--- src/design/lgs_pkg.sv ---
package lgs_pkg;

   // command codes
   localparam logic [2:0] FUNC_STEP  = 3'd0;
   localparam logic [2:0] FUNC_WRITE = 3'd1;
   localparam logic [2:0] FUNC_CLEAR = 3'd2;
   localparam logic [2:0] FUNC_PAUSE = 3'd3;
   localparam logic [2:0] FUNC_READ  = 3'd4;

   // request item
   typedef struct packed {
      logic [2:0] func;
      logic [6:0] col;
      logic [6:0] row;
      logic       alive;
   } req_payload_type;

   // response item
   typedef struct packed {
      logic        cell_value;
      logic [31:0] generation_count;
      logic        is_paused;
   } rsp_payload_type;

   // controller to datapath commands
   typedef struct packed {
      logic load_item;
      logic rd_item;
      logic wr_item;
      logic sweep_init;
      logic sweep_step;
      logic clear_grid;
      logic toggle_pause;
      logic gen_inc;
      logic load_rsp;
   } cmd_type;

   // datapath to controller status
   typedef struct packed {
      logic [2:0] func;
      logic       paused;
      logic       sweep_last;
   } status_type;

endpackage

--- src/design/lgs_ctrl.sv ---
module lgs_ctrl (
   input  logic                clock,
   input  logic                reset,
   input  logic                req_valid,
   output logic                req_ready,
   output logic                rsp_valid,
   input  logic                rsp_ready,
   input  lgs_pkg::status_type status,
   output lgs_pkg::cmd_type    cmd
);
   import lgs_pkg::*;

   localparam logic [2:0] S_IDLE   = 3'd0;
   localparam logic [2:0] S_EXEC   = 3'd1;
   localparam logic [2:0] S_MODIFY = 3'd2;
   localparam logic [2:0] S_SWEEP  = 3'd3;
   localparam logic [2:0] S_DONE   = 3'd4;

   logic [2:0] state_ff, state_in;
   logic       rsp_valid_ff, rsp_valid_in;

   assign req_ready = (state_ff == S_IDLE);
   assign rsp_valid = rsp_valid_ff;

   // next state and commands
   always_comb begin
      cmd      = '0;
      state_in = state_ff;
      case (state_ff)
         S_IDLE: begin
            if (req_valid) begin
               cmd.load_item = 1'b1;
               state_in      = S_EXEC;
            end
         end
         S_EXEC: begin
            case (status.func)
               FUNC_STEP: begin
                  if (status.paused) begin
                     state_in = S_DONE;
                  end else begin
                     cmd.sweep_init = 1'b1;
                     state_in       = S_SWEEP;
                  end
               end
               FUNC_WRITE: begin
                  cmd.rd_item = 1'b1;
                  state_in    = S_MODIFY;
               end
               FUNC_CLEAR: begin
                  cmd.clear_grid = 1'b1;
                  state_in       = S_DONE;
               end
               FUNC_PAUSE: begin
                  cmd.toggle_pause = 1'b1;
                  state_in         = S_DONE;
               end
               FUNC_READ: begin
                  cmd.rd_item = 1'b1;
                  state_in    = S_DONE;
               end
               default: begin
                  state_in = S_DONE;
               end
            endcase
         end
         S_MODIFY: begin
            cmd.wr_item = 1'b1;
            state_in    = S_DONE;
         end
         S_SWEEP: begin
            cmd.sweep_step = 1'b1;
            if (status.sweep_last) begin
               cmd.gen_inc = 1'b1;
               state_in    = S_DONE;
            end
         end
         S_DONE: begin
            if (!rsp_valid_ff || rsp_ready) begin
               cmd.load_rsp = 1'b1;
               state_in     = S_IDLE;
            end
         end
         default: begin
            state_in = S_IDLE;
         end
      endcase
   end

   // response valid flag
   always_comb begin
      rsp_valid_in = rsp_valid_ff;
      if (cmd.load_rsp) begin
         rsp_valid_in = 1'b1;
      end else if (rsp_ready) begin
         rsp_valid_in = 1'b0;
      end
   end

   always_ff @(posedge clock) begin
      if (reset) begin
         state_ff     <= S_IDLE;
         rsp_valid_ff <= 1'b0;
      end else begin
         state_ff     <= state_in;
         rsp_valid_ff <= rsp_valid_in;
      end
   end
endmodule

--- config.mk ---
export PLATFORM = sky130hd
export DESIGN_NAME = lgs_ctrl
export DESIGN_NICKNAME = d
export VERILOG_FILES = /design/src/design/lgs_pkg.sv /design/src/design/lgs_ctrl.sv
export SDC_FILE = /design/constraint.sdc
export NUM_CORES = 1
export LEC_CHECK = 0
export BUFFER_PORTS_ARGS = -buffer_cell sky130_fd_sc_hd__buf_2
export CORE_AREA = 2 2 39 41
export CTS_CLUSTER_SIZE = 20
export DETAILED_ROUTE_END_ITERATION = 16
export DIE_AREA = 0 0 41 43
export SKIP_CTS_REPAIR_TIMING = 1
export SYNTH_ARGS = -nofsm -noshare
export SYNTH_HDL_FRONTEND = slang
export SYNTH_SLANG_ARGS = --single-unit
--- constraint.sdc ---
create_clock -name clock -period 1.2 [get_ports clock]
set_input_delay 0.06 -clock clock [delete_from_list [all_inputs] [get_ports clock]]
set_output_delay 0.06 -clock clock [all_outputs]
set_load 0.005 [all_outputs]
# --- After elaboration in Yosys (flattened, before gate mapping) ---
# Index checks and enable logic that the tools add are counted.
classes:
  eq_ne: 11
  n_reduce_logical: 7
  muxes: 24
op_table:
  columns: ["cell", "n"]
  rows:
  - ["1-bit 2-to-1 mux", 17]
  - ["3-bit case mux with 5 select lines", 1]
  - ["3-bit by 2-bit == test with 1-bit output, second input constant", 4]
  - ["3-bit 2-to-1 mux", 4]
  - ["3-bit by 1-bit == test with 1-bit output, second input constant", 2]
  - ["3-bit == test, second input constant", 2]
  - ["3-bit zero test", 2]
  - ["2-bit inequality test, second input constant", 3]
  - ["3-bit case mux with 2 select lines", 1]
  - ["3-bit AND reduction", 1]
  - ["2-bit 2-to-1 mux", 1]
  - ["2-bit nonzero test", 1]
  - ["2-bit OR reduction", 1]
  - ["1-bit zero test", 1]
  - ["1-bit logical OR", 1]
word_totals:
  reg_bits: 4
  input_bits: 9
  word_cells: 44

# --- Logic depth before layout (Yosys ltp) ---
# Gate-level depths: netlist of the first run.
logic_depth:
  word_depth: 5
  depth_mapped: 4
  mapped_depth_nobuf: 3

# --- Least setup slack after synthesis of the first run ---
# Ideal clock, no wire load.
synth_timing:
  path_type: "flip-flop to flip-flop"
  from: "reg state_ff[1]"
  to: "reg state_ff[2]"
  t_arrival_ps: 1182
  t_required_ps: 1112
  setup_time_ps: 88
  path_slack_ps: -70
  path_stages_with_launch: 5
  path_buffers: 1
  path_cell_list: "dfxtp_1 buf_6 or2_4 a211o_1 a311oi_2"
synth_via:
  elab_chain_cells: 3
  elab_cells_between_ends: 10
  classes_between: "eq/ne: 7; mux: 1; reduce/logical: 2"
synth_rtl:
  columns: ["item", "line_no", "text"]
  rows:
  - ["start: declaration", "lgs_ctrl.sv:19", "logic [2:0] state_ff, state_in;"]
  - ["start signal: assignment", "lgs_ctrl.sv:105", "state_ff <= state_in;"]
  - ["3-bit == test, or another cell as far along", "lgs_ctrl.sv:29", "case (state_ff)"]
  - ["2-bit inequality test (no source line)", null, null]
  - ["3-bit AND reduction (no source line)", null, null]
# Parallel ways exist; a longest one is shown, timed or not.
# A chain may end at the register's enable or synchronous reset.

==> results of run 1 <==
placed cells by master, fill, tap and decap left out, drive strengths merged:
cell / synthesis / routed
o211a: 1 / 1
or3: 1 / 1
clkbuf: 0 / 3
or2: 1 / 1
buf: 3 / 28
and2: 2 / 2
or2b: 2 / 2
inv: 1 / 1
dfxtp: 4 / 4
and3: 3 / 3
a311oi: 1 / 1
nor2b: 3 / 3
nand2: 2 / 2
nand3b: 1 / 1
nor4b: 3 / 3
o41ai: 1 / 1
xnor2: 1 / 1
a21oi: 3 / 3
nand2b: 1 / 1
and4: 1 / 1
a211o: 1 / 1
nor2: 4 / 4
o31ai: 1 / 1
report_power, final:
group / switching [W] / internal, W / total, W
clock: 0.0000506 / 0.000112 / 0.000162
sequential: 0.0000342 / 0.000163 / 0.000197
combinational: 0.000128 / 0.000194 / 0.000321
total: 0.000212 / 0.000468 / 0.000681
sequential cells by signal (all words and copies together), names as in the netlist:
register	count
rsp_valid	1
state_ff	3
per-stage QoR:
stage               setup TNS (ps)  power (W)  setup WS (ps)  hold slack (ps)
floorplan                    -23.2   0.000352          -13.1              128
global placement                 0   0.000463           4.76              261
detailed placement           -6.08   0.000465          -6.08              264
CTS                          -1260   0.000633           -205             19.0
global route                  -948   0.000745           -184            -2.23
finish                        -387   0.000681           -124             17.9
logic make-up after synthesis:
logic type | Yosys count | share of synthesized area
AND/OR/NAND/NOR | 24 | 0.502
AO/OA/AOI/OAI | 8 | 0.179
flip-flops | 4 | 0.220
buffers and inverters | 4 | 0.0756
XOR/XNOR | 1 | 0.0241
area by class of cell:
| cell class | count | area, sq um |
|---|---|---|
| clock buffer | 3 | 22.5 |
| inverter | 1 | 3.75 |
| timing repair buffer | 28 | 179 |
| multi-input combinational | 33 | 280 |
| fill | 139 | 790 |
| sequential | 4 | 88.8 |
| tap | 16 | 20.0 |
layer usage:
layer  part of all wire  track usage  vias to the layer above  wire length [um]
met5                  0            0                        -                 0
met4                  0       0.0400                        0                 0
met3              0.066       0.0681                        0                63
met2               0.53        0.175                       19               506
met1               0.40        0.131                      179               379
li1                   -            -                      204                 -
path summary, 6_finish.rpt:
check,to,slack [ps]
max,cmd[5],-120
min,state_ff[2],20
min reg2reg,rsp_valid,500
max reg2reg,state_ff[0],0
==> impl_metrics.ini, run 1 <==
[run_status]
status = complete, but fails checks
violations = setup timing

[global_routing]
antenna_found_initial = 0
grt_pass1_wl_um = 1390
grt_max_degree = 9
grt_usage = 0.116
grt_overflow = 0
grt_pass1_vias = 361

[setup_path]
critical_path.top_delay_family = simple AND/OR/NAND/NOR gates
setup.worst_path.start_class = flip-flop
cp_cell_sequence = nor4b_4 > nor4b_4 > buf_2
required_ps = 1140
r2r-start = state_ff[2]
cp_max_fo = 5
crit_type = flip-flop to primary output
startpoint = state_ff[2]
critPathMaxStageDelay_ps = 360
cp_num_cells = 3
cp_num_buf_inv = 1
arrival_ps = 1260
cpMostUsedCell = nor4b_4
cp_slowest_cell = dfxtp_4
rr_worst_depth = 4
cp-end-kind = primary output

[final_layout]
diodes = 0
drive_gt1_frac = 0.623
nNetsFinal = 80
fin_util = 0.429
stdcell_count = 85
syn_to_final_growth_pct = 63.2
fin_area_sq_um = 594

[power_and_ir_drop]
worst_ir_drop_vdd_uv = 479
power_density_nw_per_um2 = 1150
p_leak_nw = 0.296

[synthesis]
syn_area_per_cell_sq_um = 8.88
synth_commonest_cells = dfxtp_1, nor2_1, a21oi_1, nor2b_1
syn_nets = 50
syn_area_sq_um = 364
ys_warn_count = 0
ys_async_sr_fraction = 0
synth_area_leader_cell = dfxtp_1
synth_seq_cells = 4
yosysUniqueCellTypes = 28
syn_inst = 41
synth_edf_count = 0
dominantRegCellSynth = dfxtp_1
synth_seq_area_share = 0.220
synth.top_cell.area_share = 0.220
synth_area_leaders = dfxtp_1, nor4b_4, nor2b_1

[drt]
drtAntennaViolNets = 0
via_per_inst = 4.73
wl_per_cell_um = 11.2
vias = 402
remaining_drc_errors = 0
wl_um = 949
drt_iter0_drc = 11
drtPass1Iterations = 5

[clocking]
cts_tree = yes
insertion_delay_ps = 230
cts_buffers = 3
root_buffer = clkbuf_4
clkTransAtPathRegs_ps = 30
htree_levels = 1
clk_path_buf_depth = 2
clkSinkCount = 4

[placed_design]
place_inst = 79
placed_area_sq_um = 509
io_buffer_count = 19
dpl.hpwl_um = 739
place.gp.congestion = 0.715

[run]
drv_cap = 0

[die]
die_x_um = 41
die_h_um = 43
core-area_sq_um = 1380
dieArea_sq_um = 1760
rows = 14
initial_core_util = 0.263
ios = 20

[sta]
clock_skew_ps = 0.120
period_share = 1.10
setup_slack_ps = -124
setup_viol = 6
hold_viol = 0
max_slew.worst_pin.slew_ps = 271
post-route-min-period_ps = 1320
slew_violations = 0
fmax_mhz = 755
rsz0062_at_grt = yes
relSlewSlack = 0.818

[hold_path]
hold_path.class = primary input to flip-flop
hold_start = reset
holdPathStages = 2
Power figures use the tool's default switching activity.
==> run 2, diff against run 1 <==
--- a/config.mk
+++ b/config.mk
@@ -7,9 +7,11 @@
 export LEC_CHECK = 0
 export BUFFER_PORTS_ARGS = -buffer_cell sky130_fd_sc_hd__buf_2
 export CORE_AREA = 2 2 39 41
+export CTS_BUF_LIST = sky130_fd_sc_hd__clkbuf_4
 export CTS_CLUSTER_SIZE = 20
 export DETAILED_ROUTE_END_ITERATION = 16
 export DIE_AREA = 0 0 41 43
+export PLACE_DENSITY = 0.65
 export SKIP_CTS_REPAIR_TIMING = 1
 export SYNTH_ARGS = -nofsm -noshare
 export SYNTH_HDL_FRONTEND = slang
==> impl_metrics.ini, run 2 (synthesized netlist as in run 1, its figures left out) <==
[run_status]
violations = setup timing
status = complete, but fails checks

[power_and_ir_drop]
power_density_nw_per_um2 = 1150
switching_power_w = 0.000208
seqPwrFrac = 0.308
comb_power_share = 0.437
p_leak_nw = 0.282
sw_frac_of_total = 0.323
p_total_w = 0.000643
worst_ir_drop_vdd_uv = 350
internal_power_w = 0.000436
power.share.clock = 0.255

[sta]
period_share = 1.12
max_slew.worst_pin.slew_ps = 277
fmax_mhz = 745
rsz0062_at_grt = yes
post-route-min-period_ps = 1340
hold_viol = 0
setup_slack_ps = -143
relSlewSlack = 0.814
clock_skew_ps = 0.602
slew_violations = 0
setup_viol = 8
hold_ws_ps = 122

[final_layout]
largest-register = state_ff
diodes = 0
mostFrequentLayoutCell = buf_2
drive_gt1_frac = 0.612
final_cell_mix = buf_2, buf_4, nor2_1
n_fill_cell = 154
syn_to_final_growth_pct = 54.3
fin_util = 0.406
nNetsFinal = 78
largest_reg_flops = 3

[setup_path]
setup.worst_path.start_class = flip-flop
crit_type = flip-flop to primary output
rrSetupSlack_ps = -10
cp-end-kind = primary output
rr_worst_depth = 4
cp_max_fo = 8
arrival_ps = 1280
required_ps = 1140

[global_routing]
grt_overflow = 0
grt_pass1_vias = 352
grt_pass1_wl_um = 1440
antenna_found_initial = 0
grt_usage = 0.123
grt_max_degree = 9

[drt]
drtPass1Iterations = 1
wl_um = 942
drt_iter0_drc = 0
remaining_drc_errors = 0
drtAntennaViolNets = 0
vias = 401
wl_per_cell_um = 11.3
via_per_inst = 4.83

[placed_design]
io_buffer_count = 19
place.gp.congestion = 0.740
dpl.hpwl_um = 735

[clocking]
clkSinkCount = 4
cts_buffers = 3
clkTransAtPathRegs_ps = 40
root_buffer = clkbuf_4
insertion_delay_ps = 230
cts_tree = yes
clk_path_buf_depth = 2
htree_levels = 1

[die]
core-area_sq_um = 1380
die_x_um = 41
initial_core_util = 0.263
ios = 20
dieArea_sq_um = 1760
rows = 14
die_h_um = 43

[hold_path]
hold_path.class = primary input to flip-flop
holdPathStages = 3

[run]
drv_cap = 0
run 2: power groups by stage:
stage | sequential (W) | combinational [W] | clock (W)
CTS | 0.000194 | 0.000272 | 0.000180
floorplan | 0.000174 | 0.000178 | 0
global route | 0.000203 | 0.000314 | 0.000191
global placement | 0.000192 | 0.000268 | 0
detailed placement | 0.000196 | 0.000271 | 0
finish | 0.000198 | 0.000281 | 0.000164
run 2: layer usage:
metal	share of wire	global-route usage
met5	0	0
met4	0	0.0600
met3	0.081	0.0628
met2	0.48	0.184
met1	0.44	0.137
run 2: worst paths after layout:
kind | from | endpoint
max | state_ff[2] | cmd[2]
min | rsp_ready | rsp_valid
max reg2reg | state_ff[2] | state_ff[0]
min reg2reg | rsp_valid | rsp_valid
run 2: cell type report:
type,instances,area [sq um],share of cell area
Tap cell,16,20.0,0.0356
Sequential cell,4,88.8,0.158
Timing Repair Buffer,26,150,0.267
Multi-Input combinational cell,33,277,0.492
Inverter,1,3.75,0.00668
Clock buffer,3,22.5,0.0401
run 2: per-stage QoR:
stage | TNS, ps | worst slack, ps | cells | instance area (sq um)
2_1_floorplan | -23.2 | -13.1 | 41 | 373
3_3_place_gp | -16.2 | -11.7 | 78 | 502
3_5_place_dp | -74.9 | -37.1 | 78 | 502
4_1_cts | -1650 | -234 | 81 | 524
5_1_grt | -1270 | -208 | 83 | 562
6_report | -537 | -143 | 83 | 562
run 2: worst max-delay path, stage by stage, from the launching register on:
cell and delay (ps):
dfxtp_4 370, nor4b_4 270, buf_4 160, and3_1 140, buf_2 110
==> run 3, diff against run 2 <==
--- a/config.mk
+++ b/config.mk
@@ -5,13 +5,15 @@
 export SDC_FILE = /design/constraint.sdc
 export NUM_CORES = 1
 export LEC_CHECK = 0
+export ABC_AREA = 1
 export BUFFER_PORTS_ARGS = -buffer_cell sky130_fd_sc_hd__buf_2
-export CORE_AREA = 2 2 39 41
+export CELL_PAD_IN_SITES_DETAIL_PLACEMENT = 1
+export CELL_PAD_IN_SITES_GLOBAL_PLACEMENT = 1
+export CORE_UTILIZATION = 24
 export CTS_BUF_LIST = sky130_fd_sc_hd__clkbuf_4
 export CTS_CLUSTER_SIZE = 20
 export DETAILED_ROUTE_END_ITERATION = 16
-export DIE_AREA = 0 0 41 43
-export PLACE_DENSITY = 0.65
+export PLACE_DENSITY = 0.83
 export SKIP_CTS_REPAIR_TIMING = 1
 export SYNTH_ARGS = -nofsm -noshare
 export SYNTH_HDL_FRONTEND = slang
==> impl_metrics.ini, run 3 <==
[synthesis]
synth_seq_area_share = 0.238
dominantRegCellSynth = dfxtp_1
syn_area_sq_um = 337
synth_area_leader_cell = dfxtp_1
syn_nets = 67
synth_area_leaders = dfxtp_1, nand2_1, nor2_1
synth_seq_cells = 4
yosysUniqueCellTypes = 15
ys_async_sr_fraction = 0
synth_commonest_cells = nand2_1, nor2_1, inv_1, dfxtp_1, nand3_1
syn_inst = 58
synth.top_cell.area_share = 0.238
yosysMostFrequentCell = nand2_1
ys_warn_count = 0
synth_edf_count = 0
syn_area_per_cell_sq_um = 5.80

[sta]
fmax_mhz = 737
rsz0062_at_grt = yes
post-route-min-period_ps = 1360
slew_violations = 0
setup_slack_ps = -157
max_slew.worst_pin.slew_ps = 220
hold_viol = 0
relSlewSlack = 0.852
period_share = 1.13
setup_viol = 4
setup_tns_ps = -324
clock_skew_ps = 5.19

[final_layout]
nNetsFinal = 95
n_fill_cell = 190
diodes = 0
stdcell_count = 99
fin_area_sq_um = 551
mostFrequentLayoutCell = buf_2
drive_gt1_frac = 0.512
final_cell_mix = buf_2, nor2_1, nand2_1
largest_reg_flops = 3
syn_to_final_growth_pct = 63.6
largest-register = state_ff

[setup_path]
cp_max_fo = 3
arrival_ps = 1300
crit_type = flip-flop to primary output
cp-end-kind = primary output
required_ps = 1140
setup.worst_path.start_class = flip-flop

[drt]
remaining_drc_errors = 0
via_per_inst = 4.63
drtAntennaViolNets = 0
vias = 458
wl_um = 1150
wl_per_cell_um = 11.6
drtPass1Iterations = 4
drt_iter0_drc = 4

[placed_design]
pre_cts_ws_ps = 13.3
place.gp.congestion = 0.754
place_inst = 92
placed_area_sq_um = 450
io_buffer_count = 19
dpl.hpwl_um = 828

[die]
initial_core_util = 0.259
ios = 20
rows = 13
die_h_um = 39.5
die_x_um = 39.5
core-area_sq_um = 1300
dieArea_sq_um = 1560

[clocking]
cts_buffers = 3
clk_path_buf_depth = 2
htree_levels = 1
root_buffer = clkbuf_4
insertion_delay_ps = 240
clkSinkCount = 4
cts_tree = yes
clkTransAtPathRegs_ps = 40

[global_routing]
grt_overflow = 0
grt_pass1_wl_um = 1610
antenna_found_initial = 0
grt_usage = 0.158
grt_max_degree = 7
grt_pass1_vias = 396

[power_and_ir_drop]
worst_ir_drop_vdd_uv = 489
power_density_nw_per_um2 = 1150
p_leak_nw = 0.317

[run]
drv_cap = 0

[run_status]
violations = setup timing
status = complete, but fails checks

[hold_path]
hold_path.class = primary input to flip-flop
run 3: cell types whose count changed after synthesis, sizes merged, moves of 2 or more:
cell,previous run,this run
inv,1,13
nand2,2,14
nor2,4,14
nand3,0,4
and3,3,0
nor2b,3,0
nor3,0,3
nor4b,3,0
a21oi,3,1
and2,2,0
buf,3,1
nor4,0,2
or2b,2,0
run 3: worst max-delay path: stages (launching register included):
cell and delay [ps]:
dfxtp_4 350, inv_2 40, nor3_4 220, inv_2 80, a211oi_2 210, buf_2 160
run 3: area by class of cell:
class	count	area, sq um	share of cell area
flip-flops and latches	4	88.8	0.161
well taps	15	18.8	0.0341
multi-input cells	40	233	0.423
repair buffers	24	139	0.252
clock buffers	3	22.5	0.0409
inverters	13	48.8	0.0886
run 3: report_power, final:
group	switching, W	internal [W]	leakage (nW)
logic	0.000158	0.000130	0.269
clock network	0.0000542	0.000112	0.0138
registers	0.0000232	0.000157	0.0346
total	0.000236	0.000399	0.317
run 3: logic make-up (layout without fill, tap and decap cells):
family | count (synthesis) | after routing | synth area share
buffers and inverters | 14 | 40 | 0.167
flip-flops | 4 | 4 | 0.238
AO/OA/AOI/OAI | 3 | 3 | 0.0669
AND/OR/NAND/NOR | 37 | 37 | 0.528
run 3: metrics by stage:
step / hold WS, ps / util / total power [W]
6_report: 2.00 / 0.423 / 0.000634
5_1_grt: 9.69 / 0.423 / 0.000691
4_1_cts: 10.1 / 0.363 / 0.000546
3_5_place_dp: 256 / 0.346 / 0.000376
3_3_place_gp: 251 / 0.346 / 0.000369
2_1_floorplan: 129 / - / 0.000305
run 3: path summary, 6_finish.rpt:
kind                                  start          end  slack (ps)  depth (start not counted)
worst min-delay path                  reset  state_ff[1]           2                          2
worst min register to register  state_ff[2]  state_ff[1]         630                          3
worst max register to register  state_ff[0]  state_ff[2]         100                          7
worst max-delay path            state_ff[0]       cmd[7]        -160                          5
run 3: routing by layer:
layer	wire length, um	vias to the layer above	part of all wire	track usage
met3	21	2	0.018	0.0341
li1	-	229	-	-
met5	0	-	0	0
met1	496	219	0.43	0.168
met2	617	8	0.54	0.299
met4	14	0	0.012	0.0517
